File: src/hw/rtl/i2crw_pkg.sv
`timescale 1ns / 1ps

package i2crw_pkg;

    localparam int unsigned ADDR_W  = 7;
    localparam int unsigned TRIES_W = 4;
    localparam int unsigned GAP_W   = 8;
    localparam int unsigned BYTE_W  = 8;
    localparam int unsigned BCNT_W  = 4;
    localparam int unsigned SLOT_W  = 2;
    localparam int unsigned CFG_IDX_W  = 2;
    localparam int unsigned CFG_DATA_W = 8;

    localparam logic [ADDR_W-1:0]  RST_DEVICE_ADDRESS = 7'h42;
    localparam logic [TRIES_W-1:0] RST_MAX_TRIES      = 4'd3;
    localparam logic [GAP_W-1:0]   RST_RETRY_GAP      = 8'd40;

    localparam logic [BCNT_W-1:0] BITS_PER_BYTE = 4'd8;
    localparam logic [SLOT_W-1:0] SLOT_ADDR  = 2'd0;
    localparam logic [SLOT_W-1:0] SLOT_REG   = 2'd1;
    localparam logic [SLOT_W-1:0] SLOT_VALUE = 2'd2;

    typedef enum logic [CFG_IDX_W-1:0] {
        CFG_DEVICE_ADDRESS = 2'd0,
        CFG_MAX_TRIES      = 2'd1,
        CFG_RETRY_GAP      = 2'd2
    } cfg_idx_t;

    typedef enum logic [0:0] {
        OP_TICK    = 1'b0,
        OP_REQUEST = 1'b1
    } op_t;

    typedef struct packed {
        logic [ADDR_W-1:0]  device_address;
        logic [TRIES_W-1:0] max_tries;
        logic [GAP_W-1:0]   retry_gap;
    } cfg_t;

    typedef struct packed {
        op_t               op;
        logic [BYTE_W-1:0] register_index;
        logic [BYTE_W-1:0] write_value;
        logic              sda_sampled;
    } item_t;

    typedef struct packed {
        logic scl_drive_low;
        logic sda_drive_low;
        logic busy;
        logic done;
        logic failed;
    } result_t;

    typedef enum logic [19:0] {
        PH_IDLE      = 20'h00001,
        PH_ST_SDA_HI = 20'h00002,
        PH_ST_SCL_HI = 20'h00004,
        PH_ST_SDA_LO = 20'h00008,
        PH_ST_WAIT   = 20'h00010,
        PH_ST_SCL_LO = 20'h00020,
        PH_BIT_SDA   = 20'h00040,
        PH_BIT_SCL_H = 20'h00080,
        PH_BIT_SCL_L = 20'h00100,
        PH_AK_SDA_R  = 20'h00200,
        PH_AK_WAIT   = 20'h00400,
        PH_AK_SCL_H  = 20'h00800,
        PH_AK_SCL_L  = 20'h01000,
        PH_AK_SDA_R2 = 20'h02000,
        PH_SP_SDA_LO = 20'h04000,
        PH_SP_WAIT1  = 20'h08000,
        PH_SP_SCL_HI = 20'h10000,
        PH_SP_WAIT2  = 20'h20000,
        PH_SP_SDA_HI = 20'h40000,
        PH_GAP       = 20'h80000
    } phase_t;

endpackage

File: src/hw/rtl/i2c_register_write_master_unit.sv
`timescale 1ns / 1ps

// Open-drain I2C register write master. A request transaction latches a
// register index and a value; each following tick transaction advances the
// bus by one half-bit phase (start, address byte with write bit, register
// byte, value byte, ACK slots, stop, retry gap) and carries the SDA level
// sampled for that phase. Every input transaction yields exactly one result
// transaction with the pin drives after that phase plus busy/done/failed.
// A QUEUE_DEPTH-entry queue sits between the input and the sequencer; the
// input takes one transaction per clock until the queue is full, also while
// a result waits on m_ready. The sequencer steps once per clock unless the
// queue is empty or a result waits on m_ready, and registers the result as
// it takes a transaction. Configuration writes (cfg_index 0 device address,
// 1 tries, 2 retry gap) are always accepted and must only happen while idle.
module i2c_register_write_master_unit #(
    parameter int unsigned QUEUE_DEPTH = 2
) (
    input  logic                                aclk,
    input  logic                                aresetn,
    input  logic                                cfg_valid,
    output logic                                cfg_ready,
    input  logic [i2crw_pkg::CFG_IDX_W-1:0]     cfg_index,
    input  logic [i2crw_pkg::CFG_DATA_W-1:0]    cfg_data,
    input  logic                                s_valid,
    output logic                                s_ready,
    input  logic                                s_operation,
    input  logic [i2crw_pkg::BYTE_W-1:0]        s_register_index,
    input  logic [i2crw_pkg::BYTE_W-1:0]        s_write_value,
    input  logic                                s_sda_sampled,
    output logic                                m_valid,
    input  logic                                m_ready,
    output logic                                m_scl_drive_low,
    output logic                                m_sda_drive_low,
    output logic                                m_busy_res,
    output logic                                m_done_res,
    output logic                                m_failed
);
    import i2crw_pkg::*;

    cfg_t     cfg_reg;
    logic     q_valid;
    item_t    q_item;
    logic     q_pop;
    result_t  result;

    assign cfg_ready = 1'b1;

    always_ff @(posedge aclk) begin
        if (!aresetn) begin
            cfg_reg.device_address <= RST_DEVICE_ADDRESS;
            cfg_reg.max_tries      <= RST_MAX_TRIES;
            cfg_reg.retry_gap      <= RST_RETRY_GAP;
        end else if (cfg_valid && cfg_ready) begin
            case (cfg_index)
                CFG_DEVICE_ADDRESS: cfg_reg.device_address <= cfg_data[ADDR_W-1:0];
                CFG_MAX_TRIES:      cfg_reg.max_tries      <= cfg_data[TRIES_W-1:0];
                CFG_RETRY_GAP:      cfg_reg.retry_gap      <= cfg_data[GAP_W-1:0];
                default: begin
                end
            endcase
        end
    end

    i2crw_front #(
        .QUEUE_DEPTH(QUEUE_DEPTH)
    ) u_front (
        .aclk             (aclk),
        .aresetn          (aresetn),
        .s_valid          (s_valid),
        .s_ready          (s_ready),
        .s_operation      (s_operation),
        .s_register_index (s_register_index),
        .s_write_value    (s_write_value),
        .s_sda_sampled    (s_sda_sampled),
        .q_valid          (q_valid),
        .q_item           (q_item),
        .q_pop            (q_pop)
    );

    i2crw_seq u_seq (
        .aclk     (aclk),
        .aresetn  (aresetn),
        .cfg      (cfg_reg),
        .q_valid  (q_valid),
        .q_item   (q_item),
        .q_pop    (q_pop),
        .m_valid  (m_valid),
        .m_ready  (m_ready),
        .m_result (result)
    );

    assign m_scl_drive_low = result.scl_drive_low;
    assign m_sda_drive_low = result.sda_drive_low;
    assign m_busy_res      = result.busy;
    assign m_done_res      = result.done;
    assign m_failed        = result.failed;

endmodule

File: src/hw/rtl/i2crw_front.sv
`timescale 1ns / 1ps

module i2crw_front #(
    parameter int unsigned QUEUE_DEPTH = 2
) (
    input  logic                              aclk,
    input  logic                              aresetn,
    input  logic                              s_valid,
    output logic                              s_ready,
    input  logic                              s_operation,
    input  logic [i2crw_pkg::BYTE_W-1:0]      s_register_index,
    input  logic [i2crw_pkg::BYTE_W-1:0]      s_write_value,
    input  logic                              s_sda_sampled,
    output logic                              q_valid,
    output i2crw_pkg::item_t                  q_item,
    input  logic                              q_pop
);
    import i2crw_pkg::*;

    localparam int unsigned PTR_W = (QUEUE_DEPTH > 1) ? $clog2(QUEUE_DEPTH) : 1;
    localparam int unsigned CNT_W = $clog2(QUEUE_DEPTH + 1);
    localparam logic [PTR_W-1:0] LAST_PTR = PTR_W'(QUEUE_DEPTH - 1);
    localparam logic [CNT_W-1:0] FULL_CNT = CNT_W'(QUEUE_DEPTH);

    item_t             entry_reg [QUEUE_DEPTH];
    logic [PTR_W-1:0]  wr_ptr_reg, wr_ptr_next;
    logic [PTR_W-1:0]  rd_ptr_reg, rd_ptr_next;
    logic [CNT_W-1:0]  count_reg, count_next;
    item_t             in_item;
    logic              push;

    // request and tick are told apart here; payload of a tick keeps only the sample
    always_comb begin
        in_item.op             = (s_operation == 1'b1) ? OP_REQUEST : OP_TICK;
        in_item.register_index = (s_operation == 1'b1) ? s_register_index : '0;
        in_item.write_value    = (s_operation == 1'b1) ? s_write_value : '0;
        in_item.sda_sampled    = s_sda_sampled;
    end

    assign s_ready = (count_reg != FULL_CNT);
    assign push    = s_valid && s_ready;
    assign q_valid = (count_reg != '0);
    assign q_item  = entry_reg[rd_ptr_reg];

    always_comb begin
        wr_ptr_next = wr_ptr_reg;
        rd_ptr_next = rd_ptr_reg;
        count_next  = count_reg;
        if (push) begin
            wr_ptr_next = (wr_ptr_reg == LAST_PTR) ? '0 : wr_ptr_reg + 1'b1;
        end
        if (q_pop) begin
            rd_ptr_next = (rd_ptr_reg == LAST_PTR) ? '0 : rd_ptr_reg + 1'b1;
        end
        if (push && !q_pop) begin
            count_next = count_reg + 1'b1;
        end else if (q_pop && !push) begin
            count_next = count_reg - 1'b1;
        end
    end

    always_ff @(posedge aclk) begin
        if (!aresetn) begin
            wr_ptr_reg <= '0;
            rd_ptr_reg <= '0;
            count_reg  <= '0;
        end else begin
            wr_ptr_reg <= wr_ptr_next;
            rd_ptr_reg <= rd_ptr_next;
            count_reg  <= count_next;
        end
    end

    always_ff @(posedge aclk) begin
        if (push) begin
            entry_reg[wr_ptr_reg] <= in_item;
        end
    end

endmodule

File: src/hw/rtl/i2crw_seq.sv
`timescale 1ns / 1ps

module i2crw_seq (
    input  logic               aclk,
    input  logic               aresetn,
    input  i2crw_pkg::cfg_t    cfg,
    input  logic               q_valid,
    input  i2crw_pkg::item_t   q_item,
    output logic               q_pop,
    output logic               m_valid,
    input  logic               m_ready,
    output i2crw_pkg::result_t m_result
);
    import i2crw_pkg::*;

    phase_t              phase_reg, phase_next;
    logic [BCNT_W-1:0]   bit_cnt_reg, bit_cnt_next;
    logic [SLOT_W-1:0]   slot_reg, slot_next;
    logic [TRIES_W-1:0]  tries_reg, tries_next;
    logic [BYTE_W-1:0]   shift_reg, shift_next;
    logic [BYTE_W-1:0]   held_reg_reg, held_reg_next;
    logic [BYTE_W-1:0]   held_val_reg, held_val_next;
    logic [GAP_W-1:0]    gap_reg, gap_next;
    logic                ack_reg, ack_next;
    logic                scl_low_reg, scl_low_next;
    logic                sda_low_reg, sda_low_next;
    logic                out_valid_reg;
    result_t             out_reg, out_next;

    logic [TRIES_W-1:0]  tries_inc;
    logic                tries_out;
    logic [BCNT_W-1:0]   bit_inc;
    logic [GAP_W-1:0]    gap_dec;
    logic [SLOT_W-1:0]   slot_inc;
    logic [BYTE_W-1:0]   addr_byte;
    logic [BYTE_W-1:0]   slot_byte;
    logic                done, fail;

    assign q_pop    = q_valid && (!out_valid_reg || m_ready);
    assign m_valid  = out_valid_reg;
    assign m_result = out_reg;

    assign tries_inc = tries_reg + 1'b1;
    assign tries_out = (tries_inc >= cfg.max_tries);
    assign bit_inc   = bit_cnt_reg + 1'b1;
    assign gap_dec   = gap_reg - 1'b1;
    assign slot_inc  = slot_reg + 1'b1;
    assign addr_byte = {cfg.device_address, 1'b0};
    assign slot_byte = (slot_inc == SLOT_REG) ? held_reg_reg : held_val_reg;

    always_comb begin
        phase_next    = phase_reg;
        bit_cnt_next  = bit_cnt_reg;
        slot_next     = slot_reg;
        tries_next    = tries_reg;
        shift_next    = shift_reg;
        held_reg_next = held_reg_reg;
        held_val_next = held_val_reg;
        gap_next      = gap_reg;
        ack_next      = ack_reg;
        scl_low_next  = scl_low_reg;
        sda_low_next  = sda_low_reg;
        done          = 1'b0;
        fail          = 1'b0;

        if (q_item.op == OP_REQUEST) begin
            if (phase_reg == PH_IDLE) begin
                held_reg_next = q_item.register_index;
                held_val_next = q_item.write_value;
                tries_next    = '0;
                slot_next     = SLOT_ADDR;
                bit_cnt_next  = '0;
                ack_next      = 1'b0;
                gap_next      = '0;
                phase_next    = PH_ST_SDA_HI;
            end
        end else begin
            unique case (phase_reg)
                PH_IDLE: begin
                end
                PH_ST_SDA_HI: begin
                    sda_low_next = 1'b0;
                    phase_next   = PH_ST_SCL_HI;
                end
                PH_ST_SCL_HI: begin
                    scl_low_next = 1'b0;
                    phase_next   = PH_ST_SDA_LO;
                end
                PH_ST_SDA_LO: begin
                    sda_low_next = 1'b1;
                    phase_next   = PH_ST_WAIT;
                end
                PH_ST_WAIT: begin
                    phase_next = PH_ST_SCL_LO;
                end
                PH_ST_SCL_LO: begin
                    scl_low_next = 1'b1;
                    ack_next     = 1'b0;
                    slot_next    = SLOT_ADDR;
                    bit_cnt_next = '0;
                    shift_next   = addr_byte;
                    phase_next   = PH_BIT_SDA;
                end
                PH_BIT_SDA: begin
                    sda_low_next = !shift_reg[BYTE_W-1];
                    phase_next   = PH_BIT_SCL_H;
                end
                PH_BIT_SCL_H: begin
                    scl_low_next = 1'b0;
                    phase_next   = PH_BIT_SCL_L;
                end
                PH_BIT_SCL_L: begin
                    scl_low_next = 1'b1;
                    shift_next   = {shift_reg[BYTE_W-2:0], 1'b0};
                    bit_cnt_next = bit_inc;
                    phase_next   = (bit_inc >= BITS_PER_BYTE) ? PH_AK_SDA_R : PH_BIT_SDA;
                end
                PH_AK_SDA_R: begin
                    sda_low_next = 1'b0;
                    phase_next   = PH_AK_WAIT;
                end
                PH_AK_WAIT: begin
                    phase_next = PH_AK_SCL_H;
                end
                PH_AK_SCL_H: begin
                    scl_low_next = 1'b0;
                    ack_next     = !q_item.sda_sampled;
                    phase_next   = PH_AK_SCL_L;
                end
                PH_AK_SCL_L: begin
                    scl_low_next = 1'b1;
                    phase_next   = PH_AK_SDA_R2;
                end
                PH_AK_SDA_R2: begin
                    sda_low_next = 1'b0;
                    if (slot_reg >= SLOT_VALUE || !ack_reg) begin
                        phase_next = PH_SP_SDA_LO;
                    end else begin
                        slot_next    = slot_inc;
                        bit_cnt_next = '0;
                        shift_next   = slot_byte;
                        phase_next   = PH_BIT_SDA;
                    end
                end
                PH_SP_SDA_LO: begin
                    sda_low_next = 1'b1;
                    phase_next   = PH_SP_WAIT1;
                end
                PH_SP_WAIT1: begin
                    phase_next = PH_SP_SCL_HI;
                end
                PH_SP_SCL_HI: begin
                    scl_low_next = 1'b0;
                    phase_next   = PH_SP_WAIT2;
                end
                PH_SP_WAIT2: begin
                    phase_next = PH_SP_SDA_HI;
                end
                PH_SP_SDA_HI: begin
                    sda_low_next = 1'b0;
                    if (slot_reg >= SLOT_VALUE && ack_reg) begin
                        phase_next = PH_IDLE;
                        done       = 1'b1;
                    end else if (slot_reg >= SLOT_VALUE && cfg.retry_gap != '0) begin
                        gap_next   = cfg.retry_gap;
                        phase_next = PH_GAP;
                    end else begin
                        tries_next = tries_inc;
                        done       = tries_out;
                        fail       = tries_out;
                        phase_next = tries_out ? PH_IDLE : PH_ST_SDA_HI;
                    end
                end
                PH_GAP: begin
                    gap_next = gap_dec;
                    if (gap_dec == '0) begin
                        tries_next = tries_inc;
                        done       = tries_out;
                        fail       = tries_out;
                        phase_next = tries_out ? PH_IDLE : PH_ST_SDA_HI;
                    end
                end
                default: begin
                    phase_next = PH_IDLE;
                end
            endcase
        end

        out_next.scl_drive_low = scl_low_next;
        out_next.sda_drive_low = sda_low_next;
        out_next.busy          = (phase_next != PH_IDLE);
        out_next.done          = done;
        out_next.failed        = fail;
    end

    always_ff @(posedge aclk) begin
        if (!aresetn) begin
            phase_reg     <= PH_IDLE;
            bit_cnt_reg   <= '0;
            slot_reg      <= '0;
            tries_reg     <= '0;
            shift_reg     <= '0;
            held_reg_reg  <= '0;
            held_val_reg  <= '0;
            gap_reg       <= '0;
            ack_reg       <= 1'b0;
            scl_low_reg   <= 1'b0;
            sda_low_reg   <= 1'b0;
            out_valid_reg <= 1'b0;
        end else begin
            if (q_pop) begin
                phase_reg    <= phase_next;
                bit_cnt_reg  <= bit_cnt_next;
                slot_reg     <= slot_next;
                tries_reg    <= tries_next;
                shift_reg    <= shift_next;
                held_reg_reg <= held_reg_next;
                held_val_reg <= held_val_next;
                gap_reg      <= gap_next;
                ack_reg      <= ack_next;
                scl_low_reg  <= scl_low_next;
                sda_low_reg  <= sda_low_next;
            end
            if (q_pop) begin
                out_valid_reg <= 1'b1;
            end else if (m_ready) begin
                out_valid_reg <= 1'b0;
            end
        end
    end

    always_ff @(posedge aclk) begin
        if (q_pop) begin
            out_reg <= out_next;
        end
    end

endmodule

File: config.mk
export PLATFORM = sky130hd
export DESIGN_NAME = i2c_register_write_master_unit
export DESIGN_NICKNAME = d
export VERILOG_FILES = /design/src/hw/rtl/i2crw_pkg.sv /design/src/hw/rtl/i2c_register_write_master_unit.sv /design/src/hw/rtl/i2crw_front.sv /design/src/hw/rtl/i2crw_seq.sv
export SDC_FILE = /design/constraint.sdc
export NUM_CORES = 1
export LEC_CHECK = 0
export BUFFER_PORTS_ARGS = -buffer_cell sky130_fd_sc_hd__buf_2
export CORE_ASPECT_RATIO = 1.1
export CORE_MARGIN = 3
export CORE_UTILIZATION = 51
export CTS_CLUSTER_DIAMETER = 200
export DETAILED_ROUTE_END_ITERATION = 6
export HOLD_SLACK_MARGIN = 0.1
export PLACE_DENSITY = 0.78
export SLEW_MARGIN = 15
export SYNTH_ARGS = -nofsm -noshare
export SYNTH_HDL_FRONTEND = slang
export SYNTH_HIERARCHICAL = 1
export SYNTH_SLANG_ARGS = --single-unit
File: constraint.sdc
create_clock -name aclk -period 5.3 [get_ports aclk]
set_clock_uncertainty 0.05 [all_clocks]
set_input_delay 0.53 -clock aclk [delete_from_list [all_inputs] [get_ports aclk]]
set_output_delay 0.53 -clock aclk [all_outputs]
set_load 0.02 [all_outputs]
==> results of run 1 <==
## metrics by stage
step                      hold WS (ns)  utilization
after floorplan                  0.380            -
after global placement           0.392        0.544
after detailed placement         0.394        0.544
after CTS                        0.236        0.591
after global routing             0.239        0.591
final                            0.256        0.591
## power groups by stage
stage          Combinational, mW  Clock, mW  Sequential (mW)
2_1_floorplan              0.687          0             1.26
3_3_place_gp               0.843          0             1.28
3_5_place_dp               0.864          0             1.29
4_1_cts                    0.873       1.19             1.27
5_1_grt                    0.967       1.24             1.29
6_report                   0.882       1.17             1.27
## worst max path at each step
stage / start / to / slack (ns) / cells past startpoint
finish: u_seq/gap_reg[0] / u_seq/m_result[2] / 1.86 / 10
detailed placement: u_seq/gap_reg[0] / u_seq/m_result[2] / 1.93 / 10
global placement: register / u_seq/m_result[2] / 2.04 / 5
floorplan: u_seq/gap_reg[0] / u_seq/m_result[2] / 2.25 / 10
CTS: u_seq/gap_reg[0] / u_seq/m_result[2] / 1.89 / 10
global route: u_seq/gap_reg[0] / u_seq/m_result[2] / 1.65 / 10
## worst max-delay path, delay by kind of cell, from the launching register on
kind / cells / cell delay [ns]
simple gates: 4 / 1.34
compound gates: 2 / 0.66
flops: 1 / 0.34
mux: 1 / 0.30
fa+ha+maj: 1 / 0.23
xor+xnor: 1 / 0.17
buf+inv: 1 / 0.09
## final cells by class
type | instances | share of cell area
Tap cell | 157 | 0.0259
Inverter | 19 | 0.00942
Timing Repair Buffer | 40 | 0.0268
Clock inverter | 5 | 0.00826
Sequential cell | 131 | 0.401
Multi-Input combinational cell | 518 | 0.457
Clock buffer | 27 | 0.0724
## placed cells by master, fill, tap and decap left out, types with 4 or more instances in the layout
master,synthesis,final
nand2_1,92,92
nor2b_1,21,21
nor4b_1,4,4
clkbuf_16,0,18
edfxtp_1,41,41
buf_2,17,39
a22oi_1,12,12
nor3_1,17,17
nand3_1,21,21
o211ai_1,14,14
nor3b_1,4,4
nand4_1,10,10
xor2_1,6,6
or3_1,8,8
a21oi_1,21,21
o211a_1,9,9
nor4_1,9,9
mux2i_1,24,24
nor4_2,4,4
and2_1,26,26
or4_1,6,6
clkbuf_8,0,6
xnor2_1,10,10
nand2b_1,4,4
o21ai_0,24,24
inv_1,18,18
o22ai_1,4,4
and3_1,7,7
a31oi_1,4,4
ha_1,11,11
dfxtp_1,90,90
a21boi_1,8,8
nand4b_1,8,8
mux2_2,19,19
nor2_1,36,36
a21boi_0,22,22
## logic make-up after synthesis
| logic type | after synthesis | share of synthesized area |
|---|---|---|
| AND/OR/NAND/NOR | 304 | 0.251 |
| buffers and inverters | 67 | 0.0439 |
| adder cells (fa/ha/maj) | 11 | 0.0203 |
| multiplexers | 43 | 0.0669 |
| AO/OA/AOI/OAI | 143 | 0.150 |
| XOR/XNOR | 16 | 0.0206 |
| other | 1 | 0.000552 |
| flip-flops | 131 | 0.447 |
## routing by layer
layer | vias to the layer above | GRT usage | wire length [um]
li1 | 2606 | - | -
met1 | 2575 | 0.259 | 6370
met2 | 181 | 0.360 | 7590
met3 | 41 | 0.0578 | 788
met4 | 0 | 0.0990 | 437
met5 | - | 0 | 0
==> flow_summary.toml, run 1 <==
[layout]
design_area_um2 = 7570
fill_cells = 1085
antenna_cells = 0
layout-drive-gt1-share = 0.155
largest_reg_flops = 36
synthToLayoutAreaGrowth_pct = 11.5
nets = 771
multi_input_area_um2 = 3460
final_cells = 897
register_area_um2 = 3030

[worst_hold_path]
hold_depth = 1
min_from = "s_sda_sampled"
min_path_type = "input pin to register"
hold_end = "u_front/entry_reg[0][0]"

[timing]
rsz0062_at_grt = "no"
post-route-min-period_ns = 3.44
worstMarginPinSlew_ns = 0.906
slew_headroom = 0.392
finalSetupViolCount = 0
slew_viol_final = 0
fmax_ghz = 0.291
fin_crit_sh = 0.649
fin_setup_tns_ns = 0
worst_slack_ns = 1.86
hold_viol_final = 0

[worst_setup_path]
critPathMaxFanout = 6
crit_top_cell = "or3_1"
crit_chain = "inv_1 -> ha_1 -> or4b_1 -> xor2_1 -> nand3b_1 -> a211oi_1 -> o21ai_0 -> mux2_2 -> or3_1 -> or3_1"
crit_arrival_ns = 3.54
cp_slowest_stage_delay_ns = 0.53
critPathLaunchType = "register"
slowest_stage = "or4b_1"
reg2reg_from = "u_seq/gap_reg[0]"
crit_type = "register to register"
r2r_cells = 10
rrSetupSlack_ns = 1.86
critPathCaptureType = "register"
r2r-end = "u_seq/m_result[2]"
cp_data_required_time_ns = 5.40

[placement]
placed_cell_area_um2 = 6960
place_ws_ns = 1.93
numPortBuffers = 39
gp_congestion = 0.926
dp_cells = 865
dp_hpwl_um = 10500

[clocking]
numClockSinks = 131
holdBufCountCts = 0
cts_buffers = 17
htree_levels = 4
ctsRootBufferMaster = "clkbuf_16"
cts_setup_buffers = 0
cts_tree = "yes"
clock_latency_ns = 0.42
path_clk_slew_ns = 0.05
cts_buffer_depth = 2
cts_resized = 0

[drt]
first_pass_iters = 5
drt.antenna.violating_nets = 0
via_per_inst = 6.02
routed_wl_um = 15200
drc = 0
drtIter0Drc = 443
wl_per_cell_um = 16.9
dr_total_vias = 5403

[global_routing]
antenna_found_initial = 0
grt_pass1_vias = 5334
grt_pass1_wl_um = 25500
grt_overflow_total = 0
track_usage = 0.216
grt_max_degree = 57

[floorplanning]
pin_count = 41
dieArea_um2 = 14700
rows = 43
die_width_um = 116
dieHeight_um = 127
start_util = 0.530
core_um2 = 12800

[power]
clockPowerShare = 0.352
swShare = 0.324
p_seq_frac = 0.383
p_total_mw = 3.32
p_leak_nw = 2.94
comb_power_share = 0.265
ir_worst_vdd_mv = 0.316
p_sw_mw = 1.08
p_per_area_nw_per_um2 = 439
p_int_mw = 2.25

[synth]
seq_area_frac_synth = 0.447
synth-edff-count = 41
ys.flop_type = "dfxtp_1"
ys.warnings.count = 6
synth_seq_cells = 131
yosysMostFrequentCell = "nand2_1"
synth_top_cell_by_area = "dfxtp_1"
ys_top_cells_by_count = "nand2_1 (92), dfxtp_1 (90), edfxtp_1 (41)"
yosysUniqueCellTypes = 73
synth_area_leaders = "dfxtp_1 (27%), edfxtp_1 (18%), nand2_1 (5.1%)"
yosysTopAreaCellShare = 0.265
syn_nets = 760
synth_cells = 716
async_flop_share = 0
synth_area_um2 = 6790
syn_avg_cell_area_um2 = 9.48

[run]
maxCapViolCount = 0

[status]
status = "completed"
No activity file was read; power rests on OpenSTA's default activity.
==> run 2: changes to the inputs <==
Settings changed: ABC_AREA set to 1.
Clock period 5.3 ns to 3.3 ns, I/O delays scaled along.
==> flow_summary.toml, run 2 <==
[drt]
met1_length_um = 6770
dr_total_vias = 6011
wl_per_cell_um = 13.1
wl_met3_um = 601
drc = 0
routed_wl_um = 15000
wl_met2_um = 7420
drtIter0Drc = 534
first_pass_iters = 6
drt.antenna.violating_nets = 0
highest_layer = "met4"
via_per_inst = 5.24

[floorplanning]
rows = 44
core_um2 = 13400
start_util = 0.531
dieArea_um2 = 15400
pin_count = 41
dieHeight_um = 130
die_width_um = 119

[worst_setup_path]
crit_arrival_ns = 2.60
r2r-end = "u_seq/tries_reg[1]"
cp_slowest_stage_delay_ns = 0.38
critPathCaptureType = "register"
critPathLaunchType = "register"
crit_chain = "nor2_2 -> nand2_4 -> nor2_4 -> nand3_2 -> inv_1 -> nand2_1 -> nand2_2 -> nand2_4 -> a21oi_1 -> nor2_1"
crit_top_cell = "nand2_4"
slowest_stage = "nand3_2"
r2r_cells = 10
reg2reg_from = "u_seq/phase_reg[0]"
rrSetupSlack_ns = 0.95
crit_type = "register to register"
critPathMaxFanout = 18
cp_data_required_time_ns = 3.55

[synth]
synth-edff-count = 41
synth_cells = 922
syn_nets = 966
synth_seq_cells = 131
async_flop_share = 0
ys_top_cells_by_count = "nand2_1 (182), nor2_1 (114), inv_1 (105)"
synth_area_leaders = "dfxtp_1 (25%), edfxtp_1 (17%), nand2_1 (9.6%)"
ys.flop_type = "dfxtp_1"
syn_avg_cell_area_um2 = 7.74
yosysUniqueCellTypes = 50
seq_area_frac_synth = 0.425
ys.warnings.count = 6
synth_top_cell_by_area = "dfxtp_1"
synth_area_um2 = 7130
yosysTopAreaCellShare = 0.253
yosysMostFrequentCell = "nand2_1"

[timing]
fin_setup_tns_ns = 0
hold_viol_final = 0
post-route-min-period_ns = 2.35
fin_crit_sh = 0.712
worstMarginPinSlew_ns = 0.741
slew_headroom = 0.504
worst_hold_slack_ns = 0.142
slew_viol_final = 0
rsz0062_at_grt = "no"
fmax_ghz = 0.425
finalSetupViolCount = 0

[global_routing]
grt_pass1_wl_um = 25300
grt_pass1_vias = 5592
grt_max_degree = 56
antenna_found_initial = 0
track_usage = 0.200
grt_overflow_total = 0

[clocking]
path_clk_slew_ns = 0.06
cts_tree = "yes"
htree_levels = 4
ctsRootBufferMaster = "clkbuf_16"
cts_buffers = 17
clock_latency_ns = 0.41
cts_setup_buffers = 0
cts_buffer_depth = 2
numClockSinks = 131

[placement]
gp_congestion = 0.857
dp_cells = 1114
dp_hpwl_um = 10200
numPortBuffers = 39

[layout]
register_area_um2 = 3030
multi_input_area_um2 = 3420
nets = 995
largest_reg_flops = 36
final_common_cell = "nand2_1"
layout_common_cells = "nand2_1 (182), nor2_1 (114), inv_1 (105)"
antenna_cells = 0
layout-drive-gt1-share = 0.162
synthToLayoutAreaGrowth_pct = 11.9
final_cells = 1148
fill_cells = 1253

[worst_hold_path]
min_path_type = "input pin to register"
hold_depth = 3
min_from = "s_write_value[0]"
hold_end = "u_front/entry_reg[1][1]"

[power]
p_leak_nw = 3.49
p_per_area_nw_per_um2 = 807
ir_worst_vdd_mv = 0.488

[status]
status = "completed"

[run]
maxCapViolCount = 0
==> run 2: changes by cell type after synthesis, moves of 14 or more <==
cell      before  now
nand4_1       10   24
nand3_1       21   60
o21ai_0       24   49
nand2_2        0   14
nor2_1        36  114
nor2b_1       21    0
nand2_1       92  182
and2_1        26    0
a21boi_0      22    0
a21oi_1       21   56
mux2i_1       24    1
inv_1         18  105
==> run 2: how the worst max path moves through the flow <==
stage	from	end	slack, ns	cells after the start
floorplan	u_seq/m_valid	u_front/count_reg[1]	1.32	11
global placement	u_seq/phase_reg[0]	u_seq/shift_reg[4]	1.07	10
detailed placement	u_seq/phase_reg[7]	u_seq/shift_reg[6]	1.06	10
CTS	u_seq/phase_reg[10]	u_seq/tries_reg[1]	1.02	10
global route	u_seq/phase_reg[7]	u_seq/shift_reg[6]	0.76	10
finish	u_seq/phase_reg[0]	u_seq/tries_reg[1]	0.95	10
==> run 2: routing by layer <==
| metal | global-route usage | up-vias |
|---|---|---|
| li1 | - | 3112 |
| met1 | 0.240 | 2757 |
| met2 | 0.350 | 126 |
| met3 | 0.0477 | 16 |
| met4 | 0.0757 | 0 |
| met5 | 0 | - |
==> run 2: critical path, delay by kind of cell (launching register included) <==
| family | cells | cell delay (ns) |
|---|---|---|
| and+or+nand+nor | 8 | 1.40 |
| DFF | 1 | 0.34 |
| buffers and inverters | 1 | 0.26 |
| AOI/OAI and AO/OA | 1 | 0.19 |
==> run 2: power by group <==
part	total [mW]	internal [mW]	switching, mW
clock	1.79	1.10	0.685
combinational	2.45	0.780	1.67
sequential	2.20	2.01	0.190
==> run 2: logic make-up (layout without fill, tap and decap cells) <==
family | after synthesis | after routing | share of synthesized area
AO/OA/AOI/OAI | 141 | 141 | 0.112
XOR/XNOR | 5 | 5 | 0.00614
adder cells (fa/ha/maj) | 11 | 11 | 0.0193
buffers and inverters | 156 | 198 | 0.0956
flip-flops | 131 | 131 | 0.425
multiplexers | 19 | 19 | 0.0351
other | 1 | 1 | 0.000526
AND/OR/NAND/NOR | 458 | 458 | 0.306
==> run 2: repair_timing <==
action / 4_1_cts / 5_1_grt
gates resized for setup: 0 / 0
hold buffers: 2 / 0
hold endpoints to repair: 3 / 0
==> run 2: area by class of cell <==
type | instances | share of cell area
flip-flops and latches | 131 | 0.380
multi-input cells | 635 | 0.428
well taps | 184 | 0.0288
clock inverters | 15 | 0.0176
clock buffers | 17 | 0.0533
inverters | 114 | 0.0549
repair buffers | 52 | 0.0373
==> run 2: through the flow <==
| stage | power (mW) | worst slack, ns | utilization | instance area (um2) |
|---|---|---|---|---|
| floorplan | 4.17 | 1.32 | - | 7130 |
| global placement | 4.60 | 1.07 | 0.551 | 7400 |
| detailed placement | 4.64 | 1.06 | 0.551 | 7400 |
| CTS | 6.46 | 1.02 | 0.594 | 7980 |
| global route | 6.89 | 0.760 | 0.594 | 7980 |
| finish | 6.44 | 0.949 | 0.594 | 7980 |
